===== src/circular_deque_top_assert.svh =====
// Assertion macros for the circular deque block.
// Included by circular_deque_top.sv; relies on nothing else.
`ifndef CIRCULAR_DEQUE_TOP_ASSERT_SVH
`define CIRCULAR_DEQUE_TOP_ASSERT_SVH

// Consequent must hold in the same cycle as the antecedent.
`define CDQ_ASSERT_NOW(label, clk, rst, ante, cons, msg) \
  label: assert property (@(posedge clk) disable iff (rst) (ante) |-> (cons)) else $error(msg);

// Consequent must hold in the cycle after the antecedent.
`define CDQ_ASSERT_NEXT(label, clk, rst, ante, cons, msg) \
  label: assert property (@(posedge clk) disable iff (rst) (ante) |=> (cons)) else $error(msg);

`endif


===== src/cdq_pkg.sv =====
// Shared types, constants and ring index helpers for the circular deque.
// No dependencies; used by the interfaces and every module of the block.
`default_nettype none

package cdq_pkg;

  localparam int DEPTH     = 16;
  localparam int IDX_W     = $clog2(DEPTH);
  localparam int CAP_W     = 5;
  localparam int DATA_W    = 32;
  localparam int OP_W      = 2;

  typedef logic [IDX_W-1:0]         idx_t;
  typedef logic [CAP_W-1:0]         cap_t;
  typedef logic signed [DATA_W-1:0] data_t;

  localparam cap_t CAP_RESET = cap_t'(16);
  localparam cap_t CAP_MAX   = cap_t'(DEPTH);

  typedef enum logic [OP_W-1:0] {
    OP_PUSH_FRONT = 2'd0,
    OP_PUSH_REAR  = 2'd1,
    OP_POP_FRONT  = 2'd2,
    OP_POP_REAR   = 2'd3
  } op_t;

  // Classified item handed from the front end to the execution side.
  typedef struct packed {
    logic  is_push;
    logic  at_front;
    data_t value;
  } cmd_t;

  typedef struct packed {
    logic  done_res;
    data_t popped_value;
    logic  is_empty;
    logic  is_full;
    data_t front_value;
    data_t rear_value;
  } result_t;

  // Zero acts as one slot, anything above the built depth saturates.
  function automatic cap_t cap_eff(input cap_t c);
    cap_t r;
    if (c == '0) begin
      r = cap_t'(1);
    end else if (c > CAP_MAX) begin
      r = CAP_MAX;
    end else begin
      r = c;
    end
    return r;
  endfunction

  function automatic idx_t ring_next(input idx_t i, input cap_t cap);
    cap_t nxt;
    nxt = cap_t'(i) + cap_t'(1);
    return (nxt >= cap) ? '0 : nxt[IDX_W-1:0];
  endfunction

  function automatic idx_t ring_prev(input idx_t i, input cap_t cap);
    cap_t last;
    last = cap - cap_t'(1);
    return (i == '0) ? last[IDX_W-1:0] : i - idx_t'(1);
  endfunction

endpackage

`default_nettype wire


===== src/cdq_ifs.sv =====
// Channel interfaces of the circular deque: request, result and capacity write.
// Depends on cdq_pkg for field types.
`default_nettype none

interface cdq_req_if;
  logic               valid;
  logic               ready;
  logic [1:0]         op;
  cdq_pkg::data_t     push_value;

  modport source (output valid, output op, output push_value, input ready);
  modport sink   (input valid, input op, input push_value, output ready);
endinterface

interface cdq_rsp_if;
  logic               valid;
  logic               ready;
  logic               done_res;
  cdq_pkg::data_t     popped_value;
  logic               is_empty;
  logic               is_full;
  cdq_pkg::data_t     front_value;
  cdq_pkg::data_t     rear_value;

  modport source (output valid, output done_res, output popped_value, output is_empty,
                  output is_full, output front_value, output rear_value, input ready);
  modport sink   (input valid, input done_res, input popped_value, input is_empty,
                  input is_full, input front_value, input rear_value, output ready);
endinterface

interface cdq_cfg_if;
  logic               valid;
  logic               ready;
  cdq_pkg::cap_t      capacity;

  modport source (output valid, output capacity, input ready);
  modport sink   (input valid, input capacity, output ready);
endinterface

`default_nettype wire


===== src/cdq_front.sv =====
// Front end: accepts request items, classifies the op and buffers them in a
// two-entry queue toward the execution side. Depends on cdq_pkg, cdq_ifs.
`default_nettype none

module cdq_front (
  input  wire logic          clk,
  input  wire logic          rst,
  cdq_req_if.sink            req,
  output logic               cmd_valid,
  input  wire logic          cmd_ready,
  output cdq_pkg::cmd_t      cmd
);

  cdq_pkg::cmd_t q [2];
  logic          wr_ptr;
  logic          rd_ptr;
  logic [1:0]    count;
  cdq_pkg::cmd_t in_cmd;
  cdq_pkg::op_t  op;
  logic          push;
  logic          pop;

  assign op = cdq_pkg::op_t'(req.op);

  always_comb begin
    in_cmd.is_push  = (op == cdq_pkg::OP_PUSH_FRONT) || (op == cdq_pkg::OP_PUSH_REAR);
    in_cmd.at_front = (op == cdq_pkg::OP_PUSH_FRONT) || (op == cdq_pkg::OP_POP_FRONT);
    in_cmd.value    = req.push_value;
  end

  assign req.ready = (count != 2'd2);
  assign push      = req.valid && req.ready;
  assign cmd_valid = (count != 2'd0);
  assign pop       = cmd_valid && cmd_ready;
  assign cmd       = q[rd_ptr];

  always_ff @(posedge clk) begin
    if (rst) begin
      wr_ptr <= 1'b0;
      rd_ptr <= 1'b0;
      count  <= 2'd0;
    end else begin
      if (push) begin
        wr_ptr <= ~wr_ptr;
      end
      if (pop) begin
        rd_ptr <= ~rd_ptr;
      end
      count <= count + {1'b0, push} - {1'b0, pop};
    end
  end

  always_ff @(posedge clk) begin
    if (push) begin
      q[wr_ptr] <= in_cmd;
    end
  end

endmodule

`default_nettype wire


===== src/cdq_back.sv =====
// Execution side: ring pointers, slot memory, cached front/rear entries and
// the result register. Depends on cdq_pkg and cdq_ifs.
`default_nettype none

module cdq_back (
  input  wire logic          clk,
  input  wire logic          rst,
  input  wire logic          cmd_valid,
  output logic               cmd_ready,
  input  cdq_pkg::cmd_t      cmd,
  cdq_cfg_if.sink            cfg,
  cdq_rsp_if.source          rsp
);

  typedef enum logic [1:0] {
    ST_EXEC  = 2'b01,
    ST_FETCH = 2'b10
  } state_t;

  state_t            state;
  cdq_pkg::cap_t     capacity;
  cdq_pkg::idx_t     head;
  cdq_pkg::idx_t     tail;
  logic              empty_flag;
  cdq_pkg::data_t    front_reg;
  cdq_pkg::data_t    rear_reg;
  logic              out_valid;
  logic              fetch_front;
  cdq_pkg::result_t  res;

  cdq_pkg::idx_t     head_next;
  cdq_pkg::idx_t     tail_next;
  logic              empty_next;
  cdq_pkg::data_t    front_next;
  cdq_pkg::data_t    rear_next;
  cdq_pkg::result_t  res_next;
  cdq_pkg::cap_t     cap;
  logic              full_now;
  logic              need_fetch;
  logic              take;
  logic              cfg_wr;

  cdq_pkg::data_t    ring [cdq_pkg::DEPTH];
  logic              mem_we;
  cdq_pkg::idx_t     mem_waddr;
  cdq_pkg::idx_t     mem_raddr;
  cdq_pkg::data_t    mem_rdata;

  assign cap       = cdq_pkg::cap_eff(capacity);
  assign cfg.ready = 1'b1;
  assign cfg_wr    = cfg.valid && cfg.ready;
  assign cmd_ready = (state == ST_EXEC) && (!out_valid || rsp.ready);
  assign take      = cmd_valid && cmd_ready;

  always_comb begin
    head_next  = head;
    tail_next  = tail;
    empty_next = empty_flag;
    front_next = front_reg;
    rear_next  = rear_reg;
    mem_we     = 1'b0;
    mem_waddr  = head;
    mem_raddr  = head;
    need_fetch = 1'b0;
    res_next   = '0;
    full_now   = !empty_flag && (cdq_pkg::ring_next(tail, cap) == head);

    if (cmd.is_push) begin
      if (!full_now) begin
        res_next.done_res = 1'b1;
        mem_we            = take;
        if (empty_flag) begin
          head_next  = '0;
          tail_next  = '0;
          empty_next = 1'b0;
          mem_waddr  = '0;
          front_next = cmd.value;
          rear_next  = cmd.value;
        end else if (cmd.at_front) begin
          head_next  = cdq_pkg::ring_prev(head, cap);
          mem_waddr  = head_next;
          front_next = cmd.value;
        end else begin
          tail_next  = cdq_pkg::ring_next(tail, cap);
          mem_waddr  = tail_next;
          rear_next  = cmd.value;
        end
      end
    end else if (!empty_flag) begin
      res_next.done_res     = 1'b1;
      res_next.popped_value = cmd.at_front ? front_reg : rear_reg;
      if (head == tail) begin
        empty_next = 1'b1;
      end else if (cmd.at_front) begin
        // new front entry comes back from the slot memory next cycle
        head_next  = cdq_pkg::ring_next(head, cap);
        mem_raddr  = head_next;
        need_fetch = 1'b1;
      end else begin
        tail_next  = cdq_pkg::ring_prev(tail, cap);
        mem_raddr  = tail_next;
        need_fetch = 1'b1;
      end
    end

    res_next.is_empty    = empty_next;
    res_next.is_full     = !empty_next && (cdq_pkg::ring_next(tail_next, cap) == head_next);
    res_next.front_value = empty_next ? '0 : front_next;
    res_next.rear_value  = empty_next ? '0 : rear_next;
  end

  always_ff @(posedge clk) begin
    if (rst) begin
      state      <= ST_EXEC;
      capacity   <= cdq_pkg::CAP_RESET;
      head       <= '0;
      tail       <= '0;
      empty_flag <= 1'b1;
      out_valid  <= 1'b0;
    end else if (cfg_wr) begin
      capacity   <= cfg.capacity;
      head       <= '0;
      tail       <= '0;
      empty_flag <= 1'b1;
    end else if (take) begin
      head       <= head_next;
      tail       <= tail_next;
      empty_flag <= empty_next;
      out_valid  <= !need_fetch;
      state      <= need_fetch ? ST_FETCH : ST_EXEC;
    end else if (state == ST_FETCH) begin
      out_valid  <= 1'b1;
      state      <= ST_EXEC;
    end else if (rsp.ready) begin
      out_valid  <= 1'b0;
    end
  end

  always_ff @(posedge clk) begin
    if (take) begin
      res         <= res_next;
      front_reg   <= front_next;
      rear_reg    <= rear_next;
      fetch_front <= cmd.at_front;
    end else if (state == ST_FETCH) begin
      if (fetch_front) begin
        front_reg       <= mem_rdata;
        res.front_value <= mem_rdata;
      end else begin
        rear_reg        <= mem_rdata;
        res.rear_value  <= mem_rdata;
      end
    end
  end

  always_ff @(posedge clk) begin
    if (mem_we) begin
      ring[mem_waddr] <= cmd.value;
    end
    mem_rdata <= ring[mem_raddr];
  end

  assign rsp.valid        = out_valid;
  assign rsp.done_res     = res.done_res;
  assign rsp.popped_value = res.popped_value;
  assign rsp.is_empty     = res.is_empty;
  assign rsp.is_full      = res.is_full;
  assign rsp.front_value  = res.front_value;
  assign rsp.rear_value   = res.rear_value;

endmodule

`default_nettype wire


===== src/circular_deque_top.sv =====
// Circular deque: a double-ended queue of signed 32-bit entries in a ring of
// up to 16 slots.
// Channels: req carries op and push_value, rsp returns one result item per
// request (done flag, popped entry, empty/full flags, front and rear
// entries), cfg writes the ring capacity. All use valid/ready; a transfer
// happens on a rising edge with both high.
// A request item passes through the front-end queue and the result register
// before its result item is valid on rsp. A pop that leaves entries behind
// also reads the new front or rear entry from the single read port of the
// slot memory in a fetch state before its result item is valid.
// Throughput: one item per cycle while rsp is ready, for pushes, refused ops
// and pops that empty the deque; other pops block the next item while fetching.
// A two-entry queue sits between request intake and execution, and the
// result register accepts the next item in the cycle it is drained, so a
// stalled rsp backs up into that queue and then deasserts req.ready.
// Reset (rst, synchronous): deque empty, capacity 16. A capacity write also
// empties the deque; write it only while no request is in flight.
// Depends on cdq_pkg, cdq_ifs, cdq_front, cdq_back.
`default_nettype none

`include "circular_deque_top_assert.svh"

module circular_deque_top (
  input  wire logic   clk,
  input  wire logic   rst,
  cdq_req_if.sink     req,
  cdq_rsp_if.source   rsp,
  cdq_cfg_if.sink     cfg
);

  logic          cmd_valid;
  logic          cmd_ready;
  cdq_pkg::cmd_t cmd;

  cdq_front u_front (
    .clk       (clk),
    .rst       (rst),
    .req       (req),
    .cmd_valid (cmd_valid),
    .cmd_ready (cmd_ready),
    .cmd       (cmd)
  );

  cdq_back u_back (
    .clk       (clk),
    .rst       (rst),
    .cmd_valid (cmd_valid),
    .cmd_ready (cmd_ready),
    .cmd       (cmd),
    .cfg       (cfg),
    .rsp       (rsp)
  );

  `CDQ_ASSERT_NOW(a_empty_full_excl, clk, rst, rsp.valid,
                  !(rsp.is_empty && rsp.is_full), "deque reported both empty and full")
  `CDQ_ASSERT_NOW(a_empty_zero, clk, rst, rsp.valid && rsp.is_empty,
                  (rsp.front_value == '0) && (rsp.rear_value == '0),
                  "empty deque shows nonzero front or rear")
  `CDQ_ASSERT_NOW(a_refused_zero, clk, rst, rsp.valid && !rsp.done_res,
                  rsp.popped_value == '0, "refused op carries a popped entry")
  `CDQ_ASSERT_NEXT(a_req_queued, clk, rst, req.valid && req.ready, cmd_valid,
                   "accepted item missing from the command queue")

endmodule

`default_nettype wire


===== src/flat_wrapper.sv =====
// flat-port wrapper written by rule: the top's interface ports become plain ports
module circular_deque_top_flat 
  (clk, rst, req_valid, req_op, req_push_value, req_ready, rsp_valid, rsp_done_res, rsp_popped_value, rsp_is_empty, rsp_is_full, rsp_front_value, rsp_rear_value, rsp_ready, cfg_valid, cfg_capacity, cfg_ready);
  cdq_req_if req_i ();
  cdq_rsp_if rsp_i ();
  cdq_cfg_if cfg_i ();
  input  wire logic clk;
  input  wire logic rst;
  input wire logic [$bits(req_i.valid)-1:0] req_valid;
  input wire logic [$bits(req_i.op)-1:0] req_op;
  input wire logic [$bits(req_i.push_value)-1:0] req_push_value;
  output wire logic [$bits(req_i.ready)-1:0] req_ready;
  output wire logic [$bits(rsp_i.valid)-1:0] rsp_valid;
  output wire logic [$bits(rsp_i.done_res)-1:0] rsp_done_res;
  output wire logic [$bits(rsp_i.popped_value)-1:0] rsp_popped_value;
  output wire logic [$bits(rsp_i.is_empty)-1:0] rsp_is_empty;
  output wire logic [$bits(rsp_i.is_full)-1:0] rsp_is_full;
  output wire logic [$bits(rsp_i.front_value)-1:0] rsp_front_value;
  output wire logic [$bits(rsp_i.rear_value)-1:0] rsp_rear_value;
  input wire logic [$bits(rsp_i.ready)-1:0] rsp_ready;
  input wire logic [$bits(cfg_i.valid)-1:0] cfg_valid;
  input wire logic [$bits(cfg_i.capacity)-1:0] cfg_capacity;
  output wire logic [$bits(cfg_i.ready)-1:0] cfg_ready;
  assign req_i.valid = req_valid;
  assign req_i.op = req_op;
  assign req_i.push_value = req_push_value;
  assign req_ready = req_i.ready;
  assign rsp_valid = rsp_i.valid;
  assign rsp_done_res = rsp_i.done_res;
  assign rsp_popped_value = rsp_i.popped_value;
  assign rsp_is_empty = rsp_i.is_empty;
  assign rsp_is_full = rsp_i.is_full;
  assign rsp_front_value = rsp_i.front_value;
  assign rsp_rear_value = rsp_i.rear_value;
  assign rsp_i.ready = rsp_ready;
  assign cfg_i.valid = cfg_valid;
  assign cfg_i.capacity = cfg_capacity;
  assign cfg_ready = cfg_i.ready;
  circular_deque_top u_core (.clk(clk), .rst(rst), .req(req_i), .rsp(rsp_i), .cfg(cfg_i));
endmodule

===== config.mk =====
export PLATFORM = sky130hd
export DESIGN_NAME = circular_deque_top_flat
export DESIGN_NICKNAME = d
export VERILOG_FILES = /design/src/cdq_pkg.sv /design/src/cdq_ifs.sv /design/src/cdq_front.sv /design/src/cdq_back.sv /design/src/circular_deque_top.sv /design/src/flat_wrapper.sv
export VERILOG_INCLUDE_DIRS = /design/src /design/src/src
export SDC_FILE = /design/constraint.sdc
export NUM_CORES = 1
export LEC_CHECK = 0
export BUFFER_PORTS_ARGS = -buffer_cell sky130_fd_sc_hd__buf_2
export CELL_PAD_IN_SITES_DETAIL_PLACEMENT = 1
export CELL_PAD_IN_SITES_GLOBAL_PLACEMENT = 1
export CORE_MARGIN = 2
export CORE_UTILIZATION = 45
export CTS_CLUSTER_SIZE = 12
export DETAILED_ROUTE_END_ITERATION = 16
export PLACE_DENSITY_LB_ADDON = 0.1
export REMOVE_ABC_BUFFERS = 1
export SYNTH_ARGS = -nofsm -noshare
export SYNTH_HDL_FRONTEND = slang
export SYNTH_SLANG_ARGS = --single-unit

===== constraint.sdc =====
create_clock -name clk -period 5.8 [get_ports clk]
set_input_delay 1.74 -clock clk [delete_from_list [all_inputs] [get_ports clk]]
set_output_delay 1.74 -clock clk [all_outputs]
set_load 0.005 [all_outputs]

==> impl_metrics.ini <==
[run_status]
run_status = finished clean

[yosys]
synthesis.yosys.warnings = 0
synth-seq-cells = 798
syn-instance-count = 1945
dominantRegCellSynth = sky130_fd_sc_hd__edfxtp_1
synth_area_leaders = sky130_fd_sc_hd__edfxtp_1 (70%), sky130_fd_sc_hd__mux4_2 (9.0%), sky130_fd_sc_hd__dfxtp_1 (3.4%), sky130_fd_sc_hd__nand2_1 (2.1%), sky130_fd_sc_hd__a21oi_1 (2.0%)
ys_seq_area_frac = 0.732
netlist_top_cells_count = sky130_fd_sc_hd__edfxtp_1 (744), sky130_fd_sc_hd__nand2_1 (176), sky130_fd_sc_hd__mux4_2 (128), sky130_fd_sc_hd__a21oi_1 (126), sky130_fd_sc_hd__nor2_1 (116)
syn_area_per_cell_sq_um = 16.5
synth.distinct_cells = 71
synth_area_leader_cell = sky130_fd_sc_hd__edfxtp_1
synth_top_area_share = 0.698
synth_area_sq_um = 32000
asyncSetResetFlopFracSynth = 0
yosys.cell_count.top_type = sky130_fd_sc_hd__edfxtp_1
synth_enable_flop_cells = 744

[layout]
largest_registers = u_core.u_back.ring: 512 flops, u_core.u_front.q: 68 flops
largest_register_ffs = 512
drive_above_1_share = 0.227
antenna-diode-count = 0
layout.nets = 2181
fin_cells = 3121
area_growth_syn_to_layout_pct = 15.2
registers.top_by_ff_count = u_core.u_back.ring
finish.instance_area_sq_um = 36900

[sta]
max_freq_ghz = 0.187
timing.final.crit_period_ps = 5360
slew_viol_final = 0
maxSlewHeadroom = 0.248
timing.final.ws_setup_ps = 441
max_slew.worst_pin.slew_ps = 1120
grt_setup_unrepaired = false
final_setup_violating_endpoints = 0
finalHoldViolCount = 0
min_period_over_period = 0.924
clock-skew-final_ps = 15.8

[hold_path]
min-delay-path-class = flop to flop

[global_route]
total_gr_overflow = 0
grt_pass1_vias = 19300
maximum_number_of_pins_on_one_net_before_global_route_repair = 98
grt_first_pass_wirelength_mm = 124
grtUsageTotal = 0.225
grt_antenna_before_repair = 1

[clock_network]
ctsHoldBuffers = 0
cts.reportedPaths.clkPinSlew_ps = 60
clk_path_buf_depth = 3
tritoncts_num_sinks = 798
cts_tree = built
max_h_tree_level = 3
insertion_delay_ps = 630
numCtsBuffers = 86
root_buffer = sky130_fd_sc_hd__clkbuf_16

[job]
max-cap-violations = 0

[setup_path]
worst_path_largest_cell_delay_ps = 560
critical_path.top_delay_family = compound AO/OA/AOI/OAI gates
setup_slack_of_the_most_critical_reg_to_reg_path_ps = 440
cp-startpoint = u_core.u_back.tail[2]
critical_path_buf_inv_count = 2
crit_slowest_cell = sky130_fd_sc_hd__dfxtp_1
cell_repeated_most_along_the_worst_path = sky130_fd_sc_hd__ha_1
cp_num_cells = 19
timing.critical_path.fanout_max = 10
critical_path_sink = u_core.u_back.rsp.is_full
worst_ep_required_time_ps = 6230
timing.critical_path.arrival_ps = 5790
worst_r2r_startpoint = u_core.u_back.tail[2]
critical_path.cell_chain = nand3_1 > xnor2_2 > inv_1 > ha_1 > and2_1 > nor2b_1 > o2bb2ai_1 > o311a_2 > o311ai_0 > buf_4 > ha_1 > xor2_1 > ha_1 > a21oi_1 > nor2b_1 > o21ai_0 > nand2b_1 > o41a_1 > a311oi_1
timing.critical_path.from_type = flop
crit_type = flop to flop
critical_path.endpoint_type = flop
reg2regPathDepth = 19
r2r_end = u_core.u_back.rsp.is_full

[routing]
detail_route.drc_violations = 0
final_routed_wirelength_across_all_metal_layers_mm = 81.5
via_per_inst = 5.81
wire_per_inst_um = 26.1
num_vias = 18100
postRouteAntennaNets = 0
initialDrtViolationCount = 1456
first_pass_iters = 5

[die]
chipHeight_um = 271
fp.coreArea_sq_um = 70300
boundaryPins = 146
rows = 97
die_w_um = 271
start_util = 0.456
floorplan.die_area_sq_um = 73300

[placement]
place_area_sq_um = 34200
placement.io_buffers = 144
pre_cts_ws_ps = 103
place_hpwl_mm = 50.6
routability_congestion_estimate_from_global_placement = 0.883
dp_cells = 2963

[pwr]
leakage_nw = 12.3
worst_ir_drop_on_vdd_mv = 0.301
p_total_mw = 18.7
power.density_nw_per_um2 = 506
-- worst min-delay path by stage --
stage	slack (ps)	depth (start not counted)	end	from
finish	520	2	u_core.u_front.rd_ptr	u_core.u_front.rd_ptr
CTS	530	2	u_core.u_front.rd_ptr	u_core.u_front.rd_ptr
global placement	500	2	u_core.u_back.rsp.valid	u_core.u_back.rsp.valid
floorplan	480	2	flop	u_core.u_front.rd_ptr
detailed placement	510	2	flop	u_core.u_front.rd_ptr
global route	570	2	flop	u_core.u_front.rd_ptr
-- kinds of logic after synthesis --
group | after synthesis | share of synthesized area
flip-flops | 798 | 0.732
AO/OA/AOI/OAI | 402 | 0.0804
AND/OR/NAND/NOR | 359 | 0.0471
multiplexers | 175 | 0.105
buffers and inverters | 169 | 0.0209
adder cells (fa/ha/maj) | 23 | 0.00899
XOR/XNOR | 18 | 0.00563
other | 1 | 0.000117
-- timing repair --
item	in CTS	in global routing
buffers inserted	0	3
gates resized for setup	0	3
endpoints found under the hold margin	0	0
setup endpoints to repair	0	1
-- power by group --
group / switching (mW) / internal (mW)
clock network: 2.21 / 2.95
logic: 3.48 / 1.63
registers: 0.385 / 8.00
total: 6.08 / 12.6
-- per-layer routing --
layer	vias up	GRT usage	routed length, um
met5	-	0	0
met4	0	0.0611	1490
met3	113	0.0310	3480
met2	455	0.365	39500
met1	9573	0.320	37000
li1	7979	-	-
-- per-stage QoR --
stage / hold slack (ps) / utilization / setup TNS, ps
2_1_floorplan: 481 / - / -1973640
3_3_place_gp: 497 / 0.487 / 0
3_5_place_dp: 505 / 0.487 / 0
4_1_cts: 528 / 0.524 / 0
5_1_grt: 575 / 0.525 / 0
6_report: 517 / 0.525 / 0
-- cell usage in the layout (no fill, tap or decap), types with 10 or more instances in the layout --
master                      Yosys  layout
sky130_fd_sc_hd__dfxtp_1       54      52
sky130_fd_sc_hd__nor2_4         0      18
sky130_fd_sc_hd__clkbuf_1      78      29
sky130_fd_sc_hd__nor2_1       116      97
sky130_fd_sc_hd__clkinv_2       0      15
sky130_fd_sc_hd__ha_1          23      23
sky130_fd_sc_hd__nand2_1      176     175
sky130_fd_sc_hd__mux2i_1       41      41
sky130_fd_sc_hd__inv_1         48      47
sky130_fd_sc_hd__a21oi_1      126     125
sky130_fd_sc_hd__clkinv_1       1      12
sky130_fd_sc_hd__edfxtp_1     744     744
sky130_fd_sc_hd__nor3_1        10      10
sky130_fd_sc_hd__xor2_1        10      10
sky130_fd_sc_hd__buf_12         0      16
sky130_fd_sc_hd__o31ai_1       67      67
sky130_fd_sc_hd__a22oi_1       65      65
sky130_fd_sc_hd__clkbuf_16      0      87
sky130_fd_sc_hd__mux4_2       128     128
sky130_fd_sc_hd__o21ai_0       80      79
sky130_fd_sc_hd__buf_2         19     144
sky130_fd_sc_hd__buf_4          1      38
-- worst reg2reg max path, stage by stage, from the launching register on --
cell and delay [ps]:
sky130_fd_sc_hd__dfxtp_1 560, sky130_fd_sc_hd__nand3_1 180, sky130_fd_sc_hd__xnor2_2 200, sky130_fd_sc_hd__inv_1 120, sky130_fd_sc_hd__ha_1 310, sky130_fd_sc_hd__and2_1 230, sky130_fd_sc_hd__nor2b_1 170, sky130_fd_sc_hd__o2bb2ai_1 160
sky130_fd_sc_hd__o311a_2 480, sky130_fd_sc_hd__o311ai_0 490, sky130_fd_sc_hd__buf_4 230, sky130_fd_sc_hd__ha_1 180, sky130_fd_sc_hd__xor2_1 320, sky130_fd_sc_hd__ha_1 300, sky130_fd_sc_hd__a21oi_1 140, sky130_fd_sc_hd__nor2b_1 60
sky130_fd_sc_hd__o21ai_0 150, sky130_fd_sc_hd__nand2b_1 160, sky130_fd_sc_hd__o41a_1 400, sky130_fd_sc_hd__a311oi_1 310
-- area by class of cell --
cell class	instances	area, sq um
fill	6583	33400
sequential	798	23400
multi-input combinational	978	8130
clock buffer	120	2340
timing repair buffer	198	1330
tap	940	1180
clock inverter	35	269
inverter	52	195
Power figures use the tool's default switching activity.
